==> src/rtl/mmad_pkg.sv <==
`timescale 1ns / 1ps
// ----------------------------------------------------------------------------
// mmad_pkg: shared types and constants of the memory map access decoder
// Target codes, size codes, address windows and the transaction structs.
// ----------------------------------------------------------------------------
package mmad_pkg;

  localparam int AddrW   = 32;
  localparam int DataW   = 32;
  localparam int OffW    = 26;
  localparam int RomMskW = 25;
  localparam int LatchW  = 14;
  localparam int PaddrW  = 4;

  // target codes
  localparam logic [3:0] TGT_BOOT    = 4'd0;
  localparam logic [3:0] TGT_EWRAM   = 4'd1;
  localparam logic [3:0] TGT_IWRAM   = 4'd2;
  localparam logic [3:0] TGT_IO      = 4'd3;
  localparam logic [3:0] TGT_PAL     = 4'd4;
  localparam logic [3:0] TGT_VRAM    = 4'd5;
  localparam logic [3:0] TGT_OAM     = 4'd6;
  localparam logic [3:0] TGT_ROM     = 4'd7;
  localparam logic [3:0] TGT_EEPROM  = 4'd8;
  localparam logic [3:0] TGT_GPIO    = 4'd9;
  localparam logic [3:0] TGT_BACKUP  = 4'd10;
  localparam logic [3:0] TGT_OPEN    = 4'd11;
  localparam logic [3:0] TGT_ZERO    = 4'd12;
  localparam logic [3:0] TGT_DROP    = 4'd13;
  localparam logic [3:0] TGT_PATTERN = 4'd14;

  // access size codes
  localparam logic [1:0] SZ_BYTE = 2'd0;
  localparam logic [1:0] SZ_HALF = 2'd1;
  localparam logic [1:0] SZ_WORD = 2'd2;
  localparam logic [1:0] SZ_RSVD = 2'd3;

  // register indexes
  localparam logic [1:0] REG_ROM_MASK   = 2'd0;
  localparam logic [1:0] REG_ROM_OVER   = 2'd1;
  localparam logic [1:0] REG_EEPROM     = 2'd2;
  localparam logic [1:0] REG_CLOCK      = 2'd3;

  localparam logic [RomMskW-1:0] ROM_MASK_RESET = 25'h1ffffff;

  // address windows
  localparam logic [AddrW-1:0] BOOT_END     = 32'h0000_4000;
  localparam logic [AddrW-1:0] EE_LO_SMALL  = 32'h0d00_0000;
  localparam logic [AddrW-1:0] EE_LO_LARGE  = 32'h0dff_ff00;
  localparam logic [AddrW-1:0] GPIO_LO      = 32'h0800_00c4;
  localparam logic [AddrW-1:0] GPIO_HI      = 32'h0800_00ca;
  localparam logic [16:0]      VRAM_MIRROR  = 17'h18000;
  localparam logic [16:0]      VRAM_BYTE_BM = 17'h14000;
  localparam logic [16:0]      VRAM_BYTE    = 17'h10000;

  typedef struct packed {
    logic             cmd;
    logic [1:0]       access_size;
    logic [AddrW-1:0] bus_address;
    logic [DataW-1:0] write_data;
    logic             pc_in_boot_rom;
    logic             bitmap_mode;
  } mmad_item_t;

  typedef struct packed {
    logic [3:0]       target;
    logic [OffW-1:0]  offset;
    logic [1:0]       effective_size;
    logic [DataW-1:0] bus_data;
    logic [1:0]       lane_shift;
  } mmad_result_t;

  typedef struct packed {
    logic [RomMskW-1:0] rom_mask;
    logic               rom_over_16m;
    logic               eeprom_present;
    logic               clock_present;
  } mmad_cfg_t;

  typedef struct packed {
    logic              we;
    logic [LatchW-1:0] value;
  } mmad_latch_upd_t;

endpackage

==> src/rtl/memory_map_access_decoder_top.sv <==
`timescale 1ns / 1ps
// ----------------------------------------------------------------------------
// memory_map_access_decoder_top: bus access decoder
// Pipeline: an accepted transaction loads the input register, then moves into
//   the result register; throughput one transaction per cycle while the result
//   channel is not stalled.
// The decode logic sits combinationally between the two registers.
// Reset (synchronous): clears both valid flags, the boot ROM latch and loads
//   the configuration reset values; no clearing pass is needed.
// ----------------------------------------------------------------------------
module memory_map_access_decoder_top
  import mmad_pkg::*;
(
  input  logic              clk,
  input  logic              rst,
  // input channel
  input  logic              in_valid,
  output logic              in_stall,
  input  logic              cmd,
  input  logic [1:0]        access_size,
  input  logic [AddrW-1:0]  bus_address,
  input  logic [DataW-1:0]  write_data,
  input  logic              pc_in_boot_rom,
  input  logic              bitmap_mode,
  // result channel
  output logic              out_valid,
  input  logic              out_stall,
  output logic [3:0]        target,
  output logic [OffW-1:0]   offset,
  output logic [1:0]        effective_size,
  output logic [DataW-1:0]  bus_data,
  output logic [1:0]        lane_shift,
  // configuration port
  input  logic              psel,
  input  logic              penable,
  input  logic              pwrite,
  input  logic [PaddrW-1:0] paddr,
  input  logic [31:0]       pwdata,
  output logic [31:0]       prdata,
  output logic              pready
);

  mmad_cfg_t         cfg;
  mmad_item_t        item;       // input register
  logic              item_valid;
  mmad_result_t      res_next;
  mmad_result_t      res;        // result register
  mmad_latch_upd_t   latch_upd;
  logic [LatchW-1:0] boot_latch;
  logic              advance;    // input register moves into result register
  logic              load_in;

  mmad_cfg_regs u_cfg (
    .clk     (clk),
    .rst     (rst),
    .psel    (psel),
    .penable (penable),
    .pwrite  (pwrite),
    .paddr   (paddr),
    .pwdata  (pwdata),
    .prdata  (prdata),
    .pready  (pready),
    .cfg     (cfg)
  );

  // The result register frees up whenever it is empty or being taken;
  // the input register frees up whenever its transaction advances.
  assign advance  = item_valid && (!out_valid || !out_stall);
  assign in_stall = item_valid && !advance;
  assign load_in  = in_valid && !in_stall;

  always_ff @(posedge clk) begin
    if (rst) begin
      item_valid <= 1'b0;
    end else if (load_in) begin
      item_valid <= 1'b1;
    end else if (advance) begin
      item_valid <= 1'b0;
    end
  end

  // hold the payload while stalled
  always_ff @(posedge clk) begin
    if (load_in) begin
      item.cmd            <= cmd;
      item.access_size    <= access_size;
      item.bus_address    <= bus_address;
      item.write_data     <= write_data;
      item.pc_in_boot_rom <= pc_in_boot_rom;
      item.bitmap_mode    <= bitmap_mode;
    end
  end

  mmad_decode u_decode (
    .item       (item),
    .cfg        (cfg),
    .boot_latch (boot_latch),
    .res        (res_next),
    .latch_upd  (latch_upd)
  );

  // The boot ROM latch changes only when its transaction leaves the input
  // register, so transactions see it strictly in order.
  always_ff @(posedge clk) begin
    if (rst) begin
      boot_latch <= '0;
    end else if (advance && latch_upd.we) begin
      boot_latch <= latch_upd.value;
    end
  end

  always_ff @(posedge clk) begin
    if (rst) begin
      out_valid <= 1'b0;
    end else if (advance) begin
      out_valid <= 1'b1;
    end else if (!out_stall) begin
      out_valid <= 1'b0;
    end
  end

  always_ff @(posedge clk) begin
    if (advance) begin
      res <= res_next;
    end
  end

  assign target         = res.target;
  assign offset         = res.offset;
  assign effective_size = res.effective_size;
  assign bus_data       = res.bus_data;
  assign lane_shift     = res.lane_shift;

endmodule

==> src/rtl/mmad_cfg_regs.sv <==
`timescale 1ns / 1ps
// ----------------------------------------------------------------------------
// mmad_cfg_regs: configuration register file
// APB-style write and read access to the cartridge configuration.
// ----------------------------------------------------------------------------
module mmad_cfg_regs
  import mmad_pkg::*;
(
  input  logic              clk,
  input  logic              rst,
  input  logic              psel,
  input  logic              penable,
  input  logic              pwrite,
  input  logic [PaddrW-1:0] paddr,
  input  logic [31:0]       pwdata,
  output logic [31:0]       prdata,
  output logic              pready,
  output mmad_cfg_t         cfg
);

  logic       wr_en;
  logic [1:0] reg_idx;

  assign pready  = 1'b1;
  assign wr_en   = psel && penable && pwrite;
  assign reg_idx = paddr[3:2];

  always_ff @(posedge clk) begin
    if (rst) begin
      cfg.rom_mask       <= ROM_MASK_RESET;
      cfg.rom_over_16m   <= 1'b0;
      cfg.eeprom_present <= 1'b0;
      cfg.clock_present  <= 1'b0;
    end else if (wr_en) begin
      case (reg_idx)
        REG_ROM_MASK: cfg.rom_mask       <= pwdata[RomMskW-1:0];
        REG_ROM_OVER: cfg.rom_over_16m   <= pwdata[0];
        REG_EEPROM:   cfg.eeprom_present <= pwdata[0];
        REG_CLOCK:    cfg.clock_present  <= pwdata[0];
        default: ;
      endcase
    end
  end

  always_comb begin
    case (reg_idx)
      REG_ROM_MASK: prdata = {{(32-RomMskW){1'b0}}, cfg.rom_mask};
      REG_ROM_OVER: prdata = {31'd0, cfg.rom_over_16m};
      REG_EEPROM:   prdata = {31'd0, cfg.eeprom_present};
      REG_CLOCK:    prdata = {31'd0, cfg.clock_present};
      default:      prdata = 32'd0;
    endcase
  end

endmodule

==> src/rtl/mmad_decode.sv <==
`timescale 1ns / 1ps
// ----------------------------------------------------------------------------
// mmad_decode: single-pass address decode
// Region select, offset masking and mirroring, byte widening, ROM pattern.
// ----------------------------------------------------------------------------
module mmad_decode
  import mmad_pkg::*;
(
  input  mmad_item_t        item,
  input  mmad_cfg_t         cfg,
  input  logic [LatchW-1:0] boot_latch,
  output mmad_result_t      res,
  output mmad_latch_upd_t   latch_upd
);

  logic             wr;
  logic [1:0]       sz;
  logic [AddrW-1:0] a;
  logic [AddrW-1:0] align;
  logic [AddrW-1:0] a_al;
  logic [7:0]       region;
  logic             byte_wr;
  logic             widen;
  logic [16:0]      v;
  logic [RomMskW-1:0] base;
  logic [15:0]      h;
  logic [DataW-1:0] pattern;
  logic [AddrW-1:0] ee_lo;
  logic [DataW-1:0] wdata_msk;

  always_comb begin
    wr      = item.cmd;
    sz      = (item.access_size == SZ_RSVD) ? SZ_WORD : item.access_size;
    a       = item.bus_address;
    case (sz)
      SZ_BYTE: align = 32'hffff_ffff;
      SZ_HALF: align = 32'hffff_fffe;
      default: align = 32'hffff_fffc;
    endcase
    a_al    = a & align;
    region  = a[31:24];
    byte_wr = wr && (sz == SZ_BYTE);

    case (sz)
      SZ_BYTE: wdata_msk = {24'd0, item.write_data[7:0]};
      SZ_HALF: wdata_msk = {16'd0, item.write_data[15:0]};
      default: wdata_msk = item.write_data;
    endcase

    // video offset, byte writes land on the even address
    v = {a_al[16:1], a_al[0] & ~byte_wr};

    // ROM pattern from the aligned offset
    base = a_al[RomMskW-1:0];
    h    = base[16:1];
    case (sz)
      SZ_BYTE: pattern = {24'd0, base[0] ? h[15:8] : h[7:0]};
      SZ_HALF: pattern = {16'd0, h};
      default: pattern = {h[15:1], 1'b1, h[15:1], 1'b0};
    endcase
    ee_lo = cfg.rom_over_16m ? EE_LO_LARGE : EE_LO_SMALL;

    res.target         = TGT_DROP;
    res.offset         = '0;
    res.effective_size = sz;
    res.bus_data       = wr ? wdata_msk : '0;
    res.lane_shift     = 2'd0;
    widen              = 1'b0;
    latch_upd.we       = 1'b0;
    latch_upd.value    = a_al[LatchW-1:0];

    case (region)
      8'h00: begin
        if (a >= BOOT_END) begin
          res.target = wr ? TGT_DROP : TGT_OPEN;
        end else if (!wr) begin
          latch_upd.we = item.pc_in_boot_rom;
          res.target   = TGT_BOOT;
          // the latch follows this read when the program runs from boot ROM
          res.offset   = {{(OffW-LatchW){1'b0}},
                          item.pc_in_boot_rom ? a_al[LatchW-1:0] : boot_latch};
        end
      end
      8'h02: begin
        res.target = TGT_EWRAM;
        res.offset = {8'd0, a_al[17:0]};
      end
      8'h03: begin
        res.target = TGT_IWRAM;
        res.offset = {11'd0, a_al[14:0]};
      end
      8'h04: begin
        res.target = TGT_IO;
        res.offset = a_al[OffW-1:0];
      end
      8'h05: begin
        res.target = TGT_PAL;
        res.offset = {16'd0, a_al[9:1], a_al[0] & ~byte_wr};
        widen      = byte_wr;
      end
      8'h06: begin
        if (item.bitmap_mode && (v >= VRAM_MIRROR)) begin
          res.target = wr ? TGT_DROP : TGT_ZERO;
        end else if (byte_wr) begin
          if (v >= (item.bitmap_mode ? VRAM_BYTE_BM : VRAM_BYTE)) begin
            res.target = TGT_DROP;
          end else begin
            res.target = TGT_VRAM;
            res.offset = {9'd0, v};
            widen      = 1'b1;
          end
        end else begin
          // upper 32 KiB mirrors the object area: drop bit 15
          res.target = TGT_VRAM;
          res.offset = {9'd0, v[16], v[15] & ~v[16], v[14:0]};
        end
      end
      8'h07: begin
        if (!byte_wr) begin
          res.target = TGT_OAM;
          res.offset = {16'd0, a_al[9:0]};
        end
      end
      8'h08, 8'h09, 8'h0a, 8'h0b, 8'h0c, 8'h0d: begin
        if ((sz == SZ_HALF) && cfg.eeprom_present && (a >= ee_lo)) begin
          res.target = TGT_EEPROM;
        end else if ((sz == SZ_HALF) && cfg.clock_present &&
                     (a >= GPIO_LO) && (a < GPIO_HI)) begin
          res.target = TGT_GPIO;
          res.offset = {1'b0, a[24:1], 1'b0};
        end else if (wr) begin
          res.target = TGT_DROP;
        end else if (base > cfg.rom_mask) begin
          res.target   = TGT_PATTERN;
          res.offset   = {1'b0, base};
          res.bus_data = pattern;
        end else begin
          res.target = TGT_ROM;
          res.offset = {1'b0, base & cfg.rom_mask};
        end
      end
      8'h0e, 8'h0f: begin
        res.target = TGT_BACKUP;
        res.offset = {10'd0, a[15:0]};
      end
      default: begin
        res.target = wr ? TGT_DROP : TGT_OPEN;
      end
    endcase

    if (res.target == TGT_OPEN) begin
      case (sz)
        SZ_BYTE: res.lane_shift = a[1:0];
        SZ_HALF: res.lane_shift = {a[1], 1'b0};
        default: res.lane_shift = 2'd0;
      endcase
    end
    if (widen) begin
      res.effective_size = SZ_HALF;
      res.bus_data       = {16'd0, item.write_data[7:0], item.write_data[7:0]};
    end
  end

endmodule

==> config.mk <==
export PLATFORM = sky130hd
export DESIGN_NAME = memory_map_access_decoder_top
export DESIGN_NICKNAME = d
export VERILOG_FILES = /design/src/rtl/mmad_pkg.sv /design/src/rtl/memory_map_access_decoder_top.sv /design/src/rtl/mmad_cfg_regs.sv /design/src/rtl/mmad_decode.sv
export SDC_FILE = /design/constraint.sdc
export NUM_CORES = 1
export LEC_CHECK = 0
export BUFFER_PORTS_ARGS = -buffer_cell sky130_fd_sc_hd__buf_2
export CAP_MARGIN = 20
export CORE_UTILIZATION = 45
export DETAILED_ROUTE_END_ITERATION = 12
export PLACE_DENSITY = 0.69
export SLEW_MARGIN = 0
export SYNTH_ARGS = -nofsm -noshare
export SYNTH_HDL_FRONTEND = slang
export SYNTH_SLANG_ARGS = --single-unit
export TNS_END_PERCENT = 20
==> constraint.sdc <==
create_clock -name clk -period 13.1 [get_ports clk]
set_input_delay 1.31 -clock clk [delete_from_list [all_inputs] [get_ports clk]]
set_output_delay 1.31 -clock clk [all_outputs]
set_load 0.1 [all_outputs]
==> impl_metrics.ini <==
[pwr]
ir_drop_mv = 0.08786
comb_power_share_pct = 15.8
power_switching_w = 0.0004419
power_density_nw_per_um2 = 128.9
p_clk_share_pct = 36.3
p_leak_nw = 4.445
intPower_w = 0.0009424
power_frac_seq_pct = 47.9
sw_frac_of_total_pct = 31.92

[die]
die_width_um = 143.1
start_util_pct = 46.06
die_height_um = 143.1
dieArea_um2 = 20490
core_um2 = 19460
pin_count = 213
rows = 51

[synth]
yosys_warnings = 0
synth_ff_type = edfxtp_1
synth_edf_count = 135
synth.yosys.seq_area_share_pct = 55.05
synthArstFlopShare_pct = 0
syn_area_um2 = 8964
synth_cell_types = 68
synth-seq-cells = 179
syn_inst = 783
syn_area_per_cell_um2 = 11.45

[place]
gp_congestion = 0.8779
dp_hpwl_um = 16860
portBuffers = 195
dpl.cell_count = 1203

[grt]
grt_use_total_pct = 23.28
grt_pass1_vias = 6279
grt_max_degree = 70
grt_pass1_wl_um = 35140
grt_overflow_total = 0
grt_antenna_before_repair = 0

[finish]
final_util_pct = 55.17
layout.nets = 1138
nFillCells = 1685
instances_no_fill = 1238
syn_to_final_growth_pct = 19.78
multi_input_area_um2 = 3690
final_common_cell = buf_2
regArea_um2 = 4935
drive_above_1_share_pct = 26.13
final_cell_mix = buf_2, edfxtp_1, ha_1, nor2_1, nand2_1

[detailed_routing]
wl_per_cell_um = 18.91
via_count = 6839
viasPerCell = 5.524
drc = 0
drt_pass1_iterations = 5
ant_nets = 0
wl_um = 23420
drtIter0Drc = 448

[timing]
rsz0062_at_grt = false
finalHoldViolCount = 0
min_period_over_period_pct = 31.49
slew_headroom_pct = 22.17
worst_slew_pin_slew_ns = 1.158
fin_skew_ns = 0.01381
tns_ns = 0
finalSetupViolations = 0
maxSlewViolCount = 0
fmax_ghz = 0.2424
fin_crit_ns = 4.125

[cts]
tritoncts = yes
htreeDepth = 4
clock-root-buffer = clkbuf_16
cts_made_buffers = 17
cts_buffer_depth = 2
hold_buffers = 0
cts_setup_buffers = 0
clock-sinks = 179
clk_latency_ns = 0.43
cts.repair.resized = 0
clkTransAtPathRegs_ns = 0.08

[critical_path]
reg2reg_to = offset[1]
worstPathArrival_ns = 4.40
cp_cell_sequence = nor2b_1 -> ha_1 -> nand4_1 -> nor3_1 -> a2111o_1 -> a211oi_1 -> o21a_1 -> and2_1 -> a211o_1
worstSetupStartpointType = register
crit_start = item[67]
critPathKind = reg -> reg
reg2reg_depth = 9
max_stage_delay_ns = 0.76
crit_path_end_kind = register
crit_path_end = offset[1]
regToRegStartpoint = item[67]
rrSetupSlack_ns = 8.97
crit_fanout = 24
crit_slowest_cell = and2_1
cp.required_ns = 13.38

[outcome]
status = complete, no violations

[hold_path]
hold_path.class = reg -> reg

[flow_run]
cap_violations = 0
[cell usage after synthesis, types with 12 or more instances]
master	number	share of area (%)
edfxtp_1	135	45
ha_1	67	9.4
nor2_1	59	2.5
nand2_1	57	2.4
dfxtp_1	44	9.8
a21oi_1	37	2.1
inv_1	35	1.5
a22o_1	34	3.3
nor3_1	34	1.9
clkbuf_1	32	1.3
a211o_1	29	2.8
o21ai_0	20	1.1
a221o_1	19	2.1
nor4_1	13	0.91
and3_1	12	0.84
o21ai_1	12	0.67
[cell type report]
class	count	share of cell area, %
Antenna cell	1	0.02331
Clock buffer	17	3.962
Timing Repair Buffer	203	9.684
Inverter	36	1.259
Multi-Input combinational cell	522	34.37
Tap cell	265	3.088
Clock inverter	15	1.655
Sequential cell	179	45.96
[routing by layer]
| metal | global-route usage, % | wire, um | vias up |
|---|---|---|---|
| met5 | 0 | 0 | - |
| met4 | 6.735 | 281 | 0 |
| met3 | 3.722 | 1698 | 20 |
| met2 | 35.51 | 10570 | 297 |
| met1 | 33.96 | 10870 | 3213 |
| li1 | - | - | 3309 |
[power by group through the flow]
| stage | Sequential (W) | Combinational, W | Clock [W] |
|---|---|---|---|
| 6_report | 0.000663 | 0.000219 | 0.000502 |
| 5_1_grt | 0.000666 | 0.000232 | 0.000534 |
| 4_1_cts | 0.000663 | 0.000220 | 0.000512 |
| 3_5_place_dp | 0.000675 | 0.000219 | 0 |
| 3_3_place_gp | 0.000675 | 0.000217 | 0 |
| 2_1_floorplan | 0.000740 | 0.000103 | 0 |
[registers in the layout, summed over array words and instances (netlist names)]
signal          count
item               69
bus_data           32
u_cfg.cfg          28
offset             26
boot_latch         14
target              4
effective_size      2
lane_shift          2
item_valid          1
out_valid           1
[logic make-up after synthesis]
family	synth area share, %
AOI/OAI and AO/OA	16.47
xor gates and xnor gates	0.09773
adders and majority gates	9.352
buffers and inverters	4.341
DFF	55.05
muxes	1.480
other	0.08378
and+or+nand+nor	13.12
[worst max-delay path: cells and delay by family, from the launching register on]
kind                     cells  cell delay [ns]
AND/OR/NAND/NOR              4             1.59
adder cells (fa/ha/maj)      1             0.36
flip-flops                   1             0.59
AO/OA/AOI/OAI                4             1.42
[stage by stage]
stage          total power [W]  hold WS [ns]  setup WS (ns)  cell area [um2]
2_1_floorplan        0.0008431        0.4273          5.573             8990
3_3_place_gp         0.0008918        0.4337          9.019            10110
3_5_place_dp         0.0008943        0.4392          8.976            10110
4_1_cts               0.001395        0.4499          8.955            10720
5_1_grt               0.001431        0.4728          8.770            10730
6_report              0.001384        0.4522          8.975            10740
[worst min-delay path by stage]
stage	end	startpoint	cells after the start
floorplan	boot_latch[13]	boot_latch[13]	2
global placement	boot_latch[13]	boot_latch[13]	2
detailed placement	boot_latch[11]	boot_latch[11]	2
CTS	boot_latch[11]	boot_latch[11]	2
global route	boot_latch[0]	boot_latch[0]	2
finish	boot_latch[11]	boot_latch[11]	2
Note: power is estimated with default switching activity, not from simulation.
